[src/design/dic_pkg.sv]
package dic_pkg;

	localparam int unsigned TankW   = 4;
	localparam int unsigned CupW    = 2;
	localparam int unsigned CharW   = 8;
	localparam int unsigned PumpW   = 3;
	localparam int unsigned MsgW    = 4;
	localparam int unsigned ShownW  = 3;
	localparam int unsigned TicksW  = 8;
	localparam int unsigned InDataW  = 16;
	localparam int unsigned OutDataW = 16;
	localparam int unsigned OutUserW = 3;

	localparam logic [TicksW-1:0] TIMEOUT_RESET = 8'd20;
	localparam logic [TicksW-1:0] TICKS_MAX     = 8'hFF;

	// display message codes
	localparam logic [MsgW-1:0] MSG_SPILL    = 4'd0;
	localparam logic [MsgW-1:0] MSG_SELECT   = 4'd6;
	localparam logic [MsgW-1:0] MSG_DISP_BASE = 4'd7;

	// shown-fault tracking codes: 0 none, 1..6 fault index plus one, 7 select
	localparam logic [ShownW-1:0] SHOWN_NONE   = 3'd0;
	localparam logic [ShownW-1:0] SHOWN_SELECT = 3'd7;

	// command bytes
	localparam logic [CharW-1:0] CMD_COKE   = 8'h43; // 'C'
	localparam logic [CharW-1:0] CMD_SPRITE = 8'h53; // 'S'
	localparam logic [CharW-1:0] CMD_WATER  = 8'h57; // 'W'
	localparam logic [CharW-1:0] CMD_NONE   = 8'h00;

	// host status bytes
	localparam logic [CharW-1:0] ST_CLEAR   = 8'h23; // '#'
	localparam logic [CharW-1:0] ST_STOPPED = 8'h58; // 'X'
	localparam logic [CharW-1:0] ST_OTHER   = 8'h39; // '9'
	localparam logic [CharW-1:0] ST_NONE    = 8'h00;

	// fault index: spill, cup full, coke low, sprite low, water low, cup missing
	typedef enum logic [2:0] {
		FLT_SPILL   = 3'd0,
		FLT_FULL    = 3'd1,
		FLT_COKE    = 3'd2,
		FLT_SPRITE  = 3'd3,
		FLT_WATER   = 3'd4,
		FLT_NOCUP   = 3'd5
	} fault_t;

	typedef enum logic [1:0] {
		SEL_COKE   = 2'd0,
		SEL_SPRITE = 2'd1,
		SEL_WATER  = 2'd2
	} sel_t;

	typedef struct packed {
		logic             rx_taken;
		logic             message_write;
		logic             status_valid;
		logic [MsgW-1:0]  message_code;
		logic [CharW-1:0] status_byte;
		logic [PumpW-1:0] pump_bits;
	} result_t;

	function automatic logic [CharW-1:0] fault_status(input fault_t f);
		logic [CharW-1:0] s;
		s = 8'h46;
		unique case (f)
			FLT_SPILL:  s = 8'h46; // 'F'
			FLT_FULL:   s = 8'h44; // 'D'
			FLT_COKE:   s = 8'h4B; // 'K'
			FLT_SPRITE: s = 8'h4D; // 'M'
			FLT_WATER:  s = 8'h50; // 'P'
			FLT_NOCUP:  s = 8'h4A; // 'J'
			default:    s = 8'h46;
		endcase
		return s;
	endfunction

	function automatic logic [CharW-1:0] go_status(input sel_t s);
		logic [CharW-1:0] r;
		r = 8'h51;
		unique case (s)
			SEL_COKE:   r = 8'h51; // 'Q'
			SEL_SPRITE: r = 8'h52; // 'R'
			SEL_WATER:  r = 8'h54; // 'T'
			default:    r = 8'h51;
		endcase
		return r;
	endfunction

endpackage

[src/design/dispenser_interlock_controller.sv]
// Dispenser interlock controller: one polling tick per request.
// A request taken into the input register is run through the tick logic and loaded into
// the result register once the result slot is free or is being drained.
// Throughput: one request per cycle; while a result waits, the input register takes one
// more request and then holds tready low until the result drains.
// Reset (arst_n low, asynchronous): pumps off, no fault shown, status zero, not
// dispensing, tick counter zero, message code zero, timeout 20 ticks, both stages empty.
module dispenser_interlock_controller (
	input  logic                             clk,
	input  logic                             arst_n,
	// tick request: tank_sensors[3:0], cup_sensors[5:4], rx_char[13:6], zero pad [15:14]
	input  logic                             s_axis_tvalid,
	output logic                             s_axis_tready,
	input  logic [dic_pkg::InDataW-1:0]      s_axis_tdata,
	// rx_valid[0]
	input  logic                             s_axis_tuser,
	// result: pump_bits[2:0], status_byte[10:3], message_code[14:11], zero pad [15]
	output logic                             m_axis_tvalid,
	input  logic                             m_axis_tready,
	output logic [dic_pkg::OutDataW-1:0]     m_axis_tdata,
	// status_valid[0], message_write[1], rx_taken[2]
	output logic [dic_pkg::OutUserW-1:0]     m_axis_tuser,
	// timeout_ticks write
	input  logic                             cfg_valid,
	output logic                             cfg_ready,
	input  logic [dic_pkg::TicksW-1:0]       cfg_data
);
	import dic_pkg::*;

	// input stage
	logic              valid_s1;
	logic [TankW-1:0]  tank_s1;
	logic [CupW-1:0]   cup_s1;
	logic              rxv_s1;
	logic [CharW-1:0]  rx_s1;

	// result stage
	logic              valid_s2;
	result_t           res_s2;

	// controller state
	logic [PumpW-1:0]  pump_q;
	logic [ShownW-1:0] shown_q;
	logic [CharW-1:0]  status_q;
	logic              pending_q;
	logic              disp_q;
	logic [TicksW-1:0] elapsed_q;
	logic [MsgW-1:0]   msg_q;
	logic [TicksW-1:0] timeout_q;

	// next state
	logic [PumpW-1:0]  n_pump;
	logic [ShownW-1:0] n_shown;
	logic [CharW-1:0]  n_status;
	logic              n_pending;
	logic              n_disp;
	logic [TicksW-1:0] n_elapsed;
	logic [MsgW-1:0]   n_msg;
	logic              wrote;
	logic              taken;
	logic [CharW-1:0]  sent;

	logic              fault_hit;
	fault_t            fault_idx;
	logic              sel_hit;
	sel_t              sel;
	logic              advance;

	// Move the input stage into the result register whenever the result slot is free
	// or is being drained this cycle.
	assign advance       = valid_s1 && (!valid_s2 || m_axis_tready);
	assign s_axis_tready = !valid_s1 || advance;
	assign cfg_ready     = 1'b1;

	always_ff @(posedge clk or negedge arst_n) begin
		if (!arst_n) begin
			valid_s1 <= 1'b0;
		end else if (s_axis_tready) begin
			valid_s1 <= s_axis_tvalid;
		end
	end

	always_ff @(posedge clk) begin
		if (s_axis_tvalid && s_axis_tready) begin
			tank_s1 <= s_axis_tdata[TankW-1:0];
			cup_s1  <= s_axis_tdata[TankW+CupW-1:TankW];
			rx_s1   <= s_axis_tdata[TankW+CupW+CharW-1:TankW+CupW];
			rxv_s1  <= s_axis_tuser;
		end
	end

	// Sensor priority: spill, cup full, coke low, sprite low, water low, cup missing.
	always_comb begin
		fault_hit = 1'b1;
		fault_idx = FLT_SPILL;
		if (!tank_s1[0]) begin
			fault_idx = FLT_SPILL;
		end else if (!tank_s1[1]) begin
			fault_idx = FLT_FULL;
		end else if (tank_s1[2]) begin
			fault_idx = FLT_COKE;
		end else if (tank_s1[3]) begin
			fault_idx = FLT_SPRITE;
		end else if (cup_s1[0]) begin
			fault_idx = FLT_WATER;
		end else if (cup_s1[1]) begin
			fault_idx = FLT_NOCUP;
		end else begin
			fault_hit = 1'b0;
		end
	end

	// Command decode: C, S and W pick a pump; anything else nonzero stops.
	always_comb begin
		sel_hit = 1'b1;
		sel     = SEL_COKE;
		unique case (rx_s1)
			CMD_COKE:   sel = SEL_COKE;
			CMD_SPRITE: sel = SEL_SPRITE;
			CMD_WATER:  sel = SEL_WATER;
			default:    sel_hit = 1'b0;
		endcase
	end

	// One tick: fault handling, select after clear, command, then the timeout check.
	always_comb begin
		n_pump    = pump_q;
		n_shown   = shown_q;
		n_status  = status_q;
		n_pending = pending_q;
		n_disp    = disp_q;
		n_elapsed = elapsed_q;
		n_msg     = msg_q;
		wrote     = 1'b0;
		taken     = 1'b0;

		if (fault_hit) begin
			// stop pumps on every fault tick, redraw only when the fault changes
			n_pump = '0;
			if (shown_q != ShownW'(fault_idx) + ShownW'(1)) begin
				n_shown = ShownW'(fault_idx) + ShownW'(1);
				n_msg   = MsgW'(fault_idx);
				wrote   = 1'b1;
			end
			n_status  = fault_status(fault_idx);
			n_pending = 1'b1;
		end else if (pending_q) begin
			// first clear tick after a fault: show select, leave the byte waiting
			n_status = ST_CLEAR;
			if (shown_q != SHOWN_SELECT) begin
				n_shown = SHOWN_SELECT;
				n_msg   = MSG_SELECT;
				wrote   = 1'b1;
			end
			n_pending = 1'b0;
		end else if (rxv_s1) begin
			taken = 1'b1;
			if (rx_s1 != CMD_NONE) begin
				wrote = 1'b1;
				if (sel_hit) begin
					if (disp_q) begin
						n_pump   = '0;
						n_msg    = MSG_SELECT;
						n_status = ST_STOPPED;
						n_disp   = 1'b0;
					end else begin
						n_pump   = PumpW'(1) << sel;
						n_msg    = MSG_DISP_BASE + MsgW'(sel);
						n_status = go_status(sel);
						n_disp   = 1'b1;
					end
					n_elapsed = '0;
				end else begin
					// unknown command: stop pumps, dispensing flag stays
					n_pump   = '0;
					n_msg    = MSG_SELECT;
					n_status = ST_OTHER;
				end
			end
		end

		// status sent this tick is taken before the timeout check
		sent = n_status;

		if (n_disp) begin
			if (n_elapsed != TICKS_MAX) begin
				n_elapsed = n_elapsed + TicksW'(1);
			end
			if (n_elapsed >= timeout_q) begin
				n_pump   = '0;
				n_msg    = MSG_SELECT;
				wrote    = 1'b1;
				n_disp   = 1'b0;
				n_status = ST_STOPPED;
			end
		end
	end

	// Advance state and load the result register together.
	always_ff @(posedge clk or negedge arst_n) begin
		if (!arst_n) begin
			pump_q    <= '0;
			shown_q   <= SHOWN_NONE;
			status_q  <= ST_NONE;
			pending_q <= 1'b0;
			disp_q    <= 1'b0;
			elapsed_q <= '0;
			msg_q     <= MSG_SPILL;
		end else if (advance) begin
			pump_q    <= n_pump;
			shown_q   <= n_shown;
			status_q  <= n_status;
			pending_q <= n_pending;
			disp_q    <= n_disp;
			elapsed_q <= n_elapsed;
			msg_q     <= n_msg;
		end
	end

	always_ff @(posedge clk or negedge arst_n) begin
		if (!arst_n) begin
			timeout_q <= TIMEOUT_RESET;
		end else if (cfg_valid && cfg_ready) begin
			timeout_q <= cfg_data;
		end
	end

	always_ff @(posedge clk or negedge arst_n) begin
		if (!arst_n) begin
			valid_s2 <= 1'b0;
		end else if (advance) begin
			valid_s2 <= 1'b1;
		end else if (m_axis_tready) begin
			valid_s2 <= 1'b0;
		end
	end

	always_ff @(posedge clk) begin
		if (advance) begin
			res_s2.pump_bits     <= n_pump;
			res_s2.status_byte   <= sent;
			res_s2.status_valid  <= (sent != ST_NONE);
			res_s2.message_write <= wrote;
			res_s2.message_code  <= n_msg;
			res_s2.rx_taken      <= taken;
		end
	end

	assign m_axis_tvalid = valid_s2;
	assign m_axis_tdata  = {1'b0, res_s2.message_code, res_s2.status_byte, res_s2.pump_bits};
	assign m_axis_tuser  = {res_s2.rx_taken, res_s2.message_write, res_s2.status_valid};

	// at most one pump runs at a time
	a_pump_onehot: assert property (@(posedge clk) disable iff (!arst_n)
		$onehot0(pump_q))
		else $error("more than one pump driven");

	// a running pump implies an active dispense
	a_pump_disp: assert property (@(posedge clk) disable iff (!arst_n)
		(pump_q != '0) |-> disp_q)
		else $error("pump running without dispensing");

	// a fault tick always leaves the pumps stopped
	a_fault_stop: assert property (@(posedge clk) disable iff (!arst_n)
		(advance && fault_hit) |=> (pump_q == '0) && pending_q)
		else $error("pumps not stopped on fault");

	// a consumed command byte never happens on a fault tick
	a_taken_clear: assert property (@(posedge clk) disable iff (!arst_n)
		(advance && taken) |-> (!fault_hit && !pending_q))
		else $error("command consumed during fault handling");

endmodule

[config.mk]
export PLATFORM = sky130hd
export DESIGN_NAME = dispenser_interlock_controller
export DESIGN_NICKNAME = d
export VERILOG_FILES = /design/src/design/dic_pkg.sv /design/src/design/dispenser_interlock_controller.sv
export SDC_FILE = /design/constraint.sdc
export NUM_CORES = 1
export LEC_CHECK = 0
export BUFFER_PORTS_ARGS = -buffer_cell sky130_fd_sc_hd__buf_2
export CAP_MARGIN = 20
export CORE_MARGIN = 1
export CORE_UTILIZATION = 27
export DETAILED_ROUTE_END_ITERATION = 10
export HOLD_SLACK_MARGIN = 0.15
export PLACE_DENSITY = 0.39
export REMOVE_ABC_BUFFERS = 1
export SYNTH_ARGS = -nofsm -noshare
export SYNTH_HDL_FRONTEND = slang
export SYNTH_SLANG_ARGS = --single-unit
[constraint.sdc]
create_clock -name clk -period 8.12 [get_ports clk]
set_input_delay 1.624 -clock clk [delete_from_list [all_inputs] [get_ports clk]]
set_output_delay 1.624 -clock clk [all_outputs]
set_load 0.01 [all_outputs]
# == Word-level counts from Yosys, hierarchy flattened ==
# Index checks and enable logic that the tools add are counted.
# word_totals
register_bits,71
latchBits,0
ram_bits,0
mem_bits_ro,0
inputBits,30
out_inout_bits,22
n_memories,0
# classes
n_addsub,3
multipliers,0
div_mod_pow,0
order_cmp,1
n_eq_ne,14
n_shift,1
muxes,74
bitwise,0
reduce_logical,14
# op_table
operator,n
$mux 8,15
$mux 3,18
$mux 4,11
$mux 1,27
$pmux 5 s5,1
$eq 8x7->1 const B,3
$reduce_bool 8->1,2
$add 8x1->8 const B,1
$ge 8x8->1,1
$ne 8x8->1 const B,1
$eq 3x2->1 const B,2
$eq 3x3->1 const B,2
$pmux 3 s2,1
$reduce_bool 2->1,3
$add 3x2->4 const A,1
$pmux 2 s2,1
$reduce_and 4->1,1
$add 3x1->3 const B,1
$eq 3x1->1 const B,1
$ne 3x3->1,1
$ne 3x3->1 const B,1
$reduce_or 3->1,1
$shl 1x2->3 const A,1
$eq 2x1->1 const B,1
6 further kinds,9

# == Longest topological paths before layout ==
# logic_depth
depth_word,14
ltp_mapped,21
mapped_depth_nobuf,19

# == Least setup slack after synthesis ==
# OpenSTA, ideal clock, no wires.
# synth_timing
path_kind,register -> register
start,reg tank_s1[3]
end,reg pump_q[2]
setup_ns,0.101
arrival_ns,4.237
t_required_ns,8.019
slack_ns,3.782
path_stages_with_launch,22
cell_sequence,edfxtp_1 -> nand4bb_1 -> clkbuf_1 -> nor4_1 -> nand2_1 -> nor2_1 -> nor2_1 -> ha_1 -> and2_1 -> nand4_1 -> a31o_1 -> buf_6 -> nand4_4 -> xor2_1 -> nor2_1 -> ha_1 -> a2111oi_0 -> nand2_1 -> a41oi_1 -> a211oi_2 -> nand2b_1 -> o32ai_1
# synth_between
elab_chain_cells,11
elab_cells_between_ends,14
classes_between,add/sub (1); order compare (1); eq/ne (1); mux (11)
# synth_rtl
element,line_no,source
start: declaration,dispenser_interlock_controller.sv:32,logic [TankW-1:0] tank_s1;
start signal: assignment,dispenser_interlock_controller.sv:85,tank_s1 <= s_axis_tdata[TankW-1:0];
$mux 1 *,dispenser_interlock_controller.sv:102,end else if (tank_s1[3]) begin
$mux 1 *,dispenser_interlock_controller.sv:100,end else if (tank_s1[2]) begin
$mux 1 *,dispenser_interlock_controller.sv:98,end else if (!tank_s1[1]) begin
$mux 1 *,dispenser_interlock_controller.sv:96,if (!tank_s1[0]) begin
$mux 8,dispenser_interlock_controller.sv:137,if (fault_hit) begin
$add 8x1->8 / $ne 8x8->1 (equally long branches),"dispenser_interlock_controller.sv:187, dispenser_interlock_controller.sv:186",
$mux 8,dispenser_interlock_controller.sv:186,if (n_elapsed != TICKS_MAX) begin
$mux 8,dispenser_interlock_controller.sv:185,if (n_disp) begin
$ge 8x8->1,dispenser_interlock_controller.sv:189,if (n_elapsed >= timeout_q) begin
$mux 3,dispenser_interlock_controller.sv:189,
$mux 3 *,dispenser_interlock_controller.sv:185,
end signal: assignment,dispenser_interlock_controller.sv:210,pump_q <= n_pump;
end: declaration,dispenser_interlock_controller.sv:42,logic [PumpW-1:0] pump_q;
# Every way passes the cells marked *; elsewhere a longest branch is shown, timed or not. The select of a mux whose other input is x is not followed.
# A chain may end at the register's enable or synchronous reset.

# == Final worst setup path ==
# layout_timing
start,reg tank_s1[3]
end,reg pump_q[0]
# Same word-level chain as after synthesis.

==> impl_results.md <==
* Most frequent cells in the layout: sky130_fd_sc_hd__buf_2 (47), sky130_fd_sc_hd__nand2_1 (38), sky130_fd_sc_hd__dfrtp_1 (36)
* Buffers & Inverters on Critical Path at 0
* Synthesis-stage register bit count at slightly above 70
* Worst Hold Path Cells at 1
* M2 GR Usage at 0.206
* Maximum operating frequency at between 150 and 200 MHz
* Cells traversed along the worst timing path: nand4bb_1 -> nor4_1 -> nand2_1 -> nor2_1 -> nor2_1 -> ha_1 -> and2_1 -> nand4_1 -> a31o_1 -> nand4_4 -> xor2_1 -> nor2_1 -> ha_1 -> a2111oi_0 -> nand2_1 -> a41oi_1 -> a211oi_2 -> nand2b_1 -> o32ai_1
* Global Route met3 Usage at 0.0279
* Per-instance average area after synthesis at 10.0 um^2
* Core Region at 0.0140 mm^2
* Total clock buffers created by CTS at 9
* Aggregate global routing overflow at 0
* First drt pass iteration count at 4
* Fraction of the core area covered by cells at the end of the flow at 0.336
* RSZ-0062 raised after global routing: no
* All-Layer GR Usage at 0.145
* Highest-utilization routing layer at the global route stage: met1
* Max-Cap Viols at 0
* Number of failing setup endpoints in the final timing report at 0
* Number of warning messages in the yosys log at 0
* Post-route insts no fill at 627
* Maximum number of pins on one net before global-route repair at 39
* Highest cell delay on the worst timing path at roughly 0.54 ns
* Type of element launching the critical path: register
* Diode insertion count for antenna repair at 0
* Clock tree root driver cell: sky130_fd_sc_hd__clkbuf_16
* Multi-input logic area at 0.00181 mm^2
* Met1 Use GR at 0.206
* First-pass GRT wire length at around 16 mm
* Min cycle time layout at roughly 5.7 ns
* Worst path slowest cell: sky130_fd_sc_hd__nor2_1
* Maximum vdd ir drop at 97.9 uV
* 1st-iter DRT viols at approximately 190
* Clock transition at path regs at about 0.060 ns
* Mapped Area at approximately 0.0039 mm^2
* Vias in the first global route at 2948
* Die width at ~120 um
* Endpoint with the worst hold slack: msg_q[3]
* Async set or reset register ratio after synthesis at 0.535
* Final weighted congestion of routability-driven global placement at roughly 0.77
* Post-detailed-route via-to-cell ratio at just under 5
* Clock Skews at about 0.007 ns
* Highest fanout seen on the critical path at 9
* Initial Util at 0.280
* Total via count after detailed routing at slightly above 3000
* Slack of the worst reg-to-reg path at 2.37 ns
* Synth unique cells at 66
* Main flop type after synthesis: sky130_fd_sc_hd__dfrtp_1
* Hold violation count in the final report at 0
* Areal power density over the cells at 223 mW/mm^2
* Detailed Route WL at approximately 10 mm
* H-Tree Level Count at 3
* Total half-perimeter wirelength after legalization and detailed placement at a little over 7 mm
* Cts hold-fix bufs at 0
* Kind of capture point of the worst setup path: register
* DR DRC count at 0
* Leading cell type in the layout, fill and taps excluded: sky130_fd_sc_hd__buf_2
* Post-detailed-route wirelength per cell at about 16 um
* Post-CTS setup buffer count at 0
* Overall Power at between 0.001 and 0.0015 W
* Worst-margin pin slew at 0.882 ns
* Startpoint-to-endpoint class of the critical path: register to register
* Number of antenna violations at the first check in global routing at 0
* Crit Reg-Reg Endpoint: pump_q[0]
* Syn-to-layout area delta at 19.9%
* Worst max-slew margin expressed relative to the limit at 0.407
* CP arrival at approximately 6.0 ns
* Final total negative setup slack at 0 ns
* Hold path startpoint: msg_q[3]
* Number of I/O port buffers at between 40 and 50
* # IOs at 52
* Number of cells after detailed placement at 610
* Final nets at approximately 490
* Crit path setup slack, layout at 2.37 ns
* Count of standard-cell rows at 43
* Worst Reg-to-Reg Cells at 19
* Post-CTS sizing at 0
* Clock tree from TritonCTS: yes
* Final slew viol count at 0
* Number of antenna-violating nets in the routed design at 0
* Sequential-to-total area share from yosys stat at 0.494
* Area enclosed by the die boundary at 0.0151 mm^2
* Startpoint of the lowest-slack register-to-register path: tank_s1[3]
* Class of the most critical hold timing path: register to register
* Fill cell instance count of the final layout at 1416
* Clock tree sinks at 71
* Most used cell, CP: sky130_fd_sc_hd__nor2_1
* Static power due to leakage at 1.95 nW
* CTS max path bufs at 2
* FF/Latch Area at about 0.0019 mm^2
* Worst skew pair latency at 0.34 ns
* EDFF count, synth at 33
* Dominant delay contributor by cell family on the critical path: simple AND/OR/NAND/NOR gates
* Period utilisation layout at 0.708
* Required arrival time at the worst endpoint at 8.35 ns
* Result of the run: complete, no violations
* Share of layout cells above drive strength 1 at 0.181
* Cells after Synth at 393
* Post-place setup slack at approximately 2.3 ns
* Overall die height at 123 um
## power by group
| part | switching (W) | total [W] | internal (W) |
|---|---|---|---|
| Clock | 0.000157 | 0.000454 | 0.000298 |
| Combinational | 0.0000973 | 0.000157 | 0.0000601 |
| Sequential | 0.0000240 | 0.000441 | 0.000417 |
## worst register-to-register path, cell delays in order (launching register included)
cell                        delay (ns)
sky130_fd_sc_hd__edfxtp_1         0.43
sky130_fd_sc_hd__nand4bb_1        0.46
sky130_fd_sc_hd__nor4_1           0.53
sky130_fd_sc_hd__nand2_1          0.14
sky130_fd_sc_hd__nor2_1           0.54
sky130_fd_sc_hd__nor2_1           0.15
sky130_fd_sc_hd__ha_1             0.31
sky130_fd_sc_hd__and2_1           0.19
sky130_fd_sc_hd__nand4_1          0.12
sky130_fd_sc_hd__a31o_1           0.37
sky130_fd_sc_hd__nand4_4          0.15
sky130_fd_sc_hd__xor2_1           0.15
sky130_fd_sc_hd__nor2_1           0.06
sky130_fd_sc_hd__ha_1             0.21
sky130_fd_sc_hd__a2111oi_0        0.43
sky130_fd_sc_hd__nand2_1          0.10
sky130_fd_sc_hd__a41oi_1          0.46
sky130_fd_sc_hd__a211oi_2         0.21
sky130_fd_sc_hd__nand2b_1         0.29
sky130_fd_sc_hd__o32ai_1          0.33
## final cells by class
cell class / instances / share of cell area
clock inverters: 7 / 0.0236
flip-flops and latches: 71 / 0.412
clock buffers: 9 / 0.0478
repair buffers: 51 / 0.0605
well taps: 180 / 0.0478
inverters: 30 / 0.0249
multi-input cells: 279 / 0.383
## logic make-up (layout without fill, tap and decap cells)
kind of cell,Yosys count,after routing,synth area share
xor+xnor,9,9,0.0200
compound gates,106,106,0.180
other cells,2,2,0.00191
mux,6,6,0.0162
buf+inv,43,97,0.0461
fa+ha+maj,20,20,0.0636
flops,71,71,0.494
simple gates,136,136,0.178
## how the worst max path moves through the flow
stage               start         to  slack (ns)  cells past startpoint
6_report       tank_s1[3]  pump_q[0]        2.37                     19
5_1_grt        tank_s1[3]  pump_q[2]        1.69                     19
4_1_cts        tank_s1[3]  pump_q[1]        2.32                     19
3_5_place_dp   tank_s1[2]  pump_q[0]        2.34                     19
3_3_place_gp   tank_s1[3]  pump_q[0]        2.37                     19
2_1_floorplan  tank_s1[3]  pump_q[0]        3.68                     19
## metal layers
layer  share of wire  vias up
li1                -     1537
met1            0.51     1428
met2            0.43       71
met3           0.042       11
met4           0.018        0
met5               0        -
## registers in the layout, indices dropped and copies added, names as in the netlist
register,count
cup_s1,2
disp_q,1
elapsed_q,8
m_axis_tdata,15
m_axis_tuser,3
m_axis_tvalid,1
msg_q,4
pending_q,1
pump_q,3
rx_s1,8
rxv_s1,1
shown_q,3
status_q,8
tank_s1,4
timeout_q,8
valid_s1,1
## metrics by stage
stage,area [um^2],hold WS [ns]
2_1_floorplan,3870,0.445
3_3_place_gp,4350,0.473
3_5_place_dp,4350,0.479
4_1_cts,4690,0.491
5_1_grt,4720,0.519
6_report,4720,0.487
## synthesized netlist by cell type, types with 4 or more instances
master | number | area [um^2]
sky130_fd_sc_hd__o211ai_1 | 5 | 37.5
sky130_fd_sc_hd__o22a_1 | 4 | 35.0
sky130_fd_sc_hd__inv_1 | 29 | 109
sky130_fd_sc_hd__ha_1 | 20 | 250
sky130_fd_sc_hd__xor2_1 | 6 | 52.6
sky130_fd_sc_hd__nand2_1 | 38 | 143
sky130_fd_sc_hd__dfrtp_1 | 36 | 901
sky130_fd_sc_hd__and2_1 | 5 | 31.3
sky130_fd_sc_hd__o21ai_0 | 29 | 145
sky130_fd_sc_hd__or4_1 | 4 | 30.0
sky130_fd_sc_hd__o21a_1 | 5 | 37.5
sky130_fd_sc_hd__o31ai_1 | 4 | 30.0
sky130_fd_sc_hd__nand2b_1 | 5 | 31.3
sky130_fd_sc_hd__and3_1 | 6 | 37.5
sky130_fd_sc_hd__nor2_1 | 31 | 116
sky130_fd_sc_hd__a211oi_1 | 4 | 30.0
sky130_fd_sc_hd__o22ai_1 | 4 | 25.0
sky130_fd_sc_hd__nor2b_1 | 4 | 25.0
sky130_fd_sc_hd__a21oi_1 | 21 | 105
sky130_fd_sc_hd__nand3_1 | 18 | 90.1
sky130_fd_sc_hd__clkbuf_1 | 9 | 33.8
sky130_fd_sc_hd__nor3_1 | 9 | 45.0
sky130_fd_sc_hd__edfxtp_1 | 33 | 991
No activity file was read; power rests on OpenSTA's default activity.
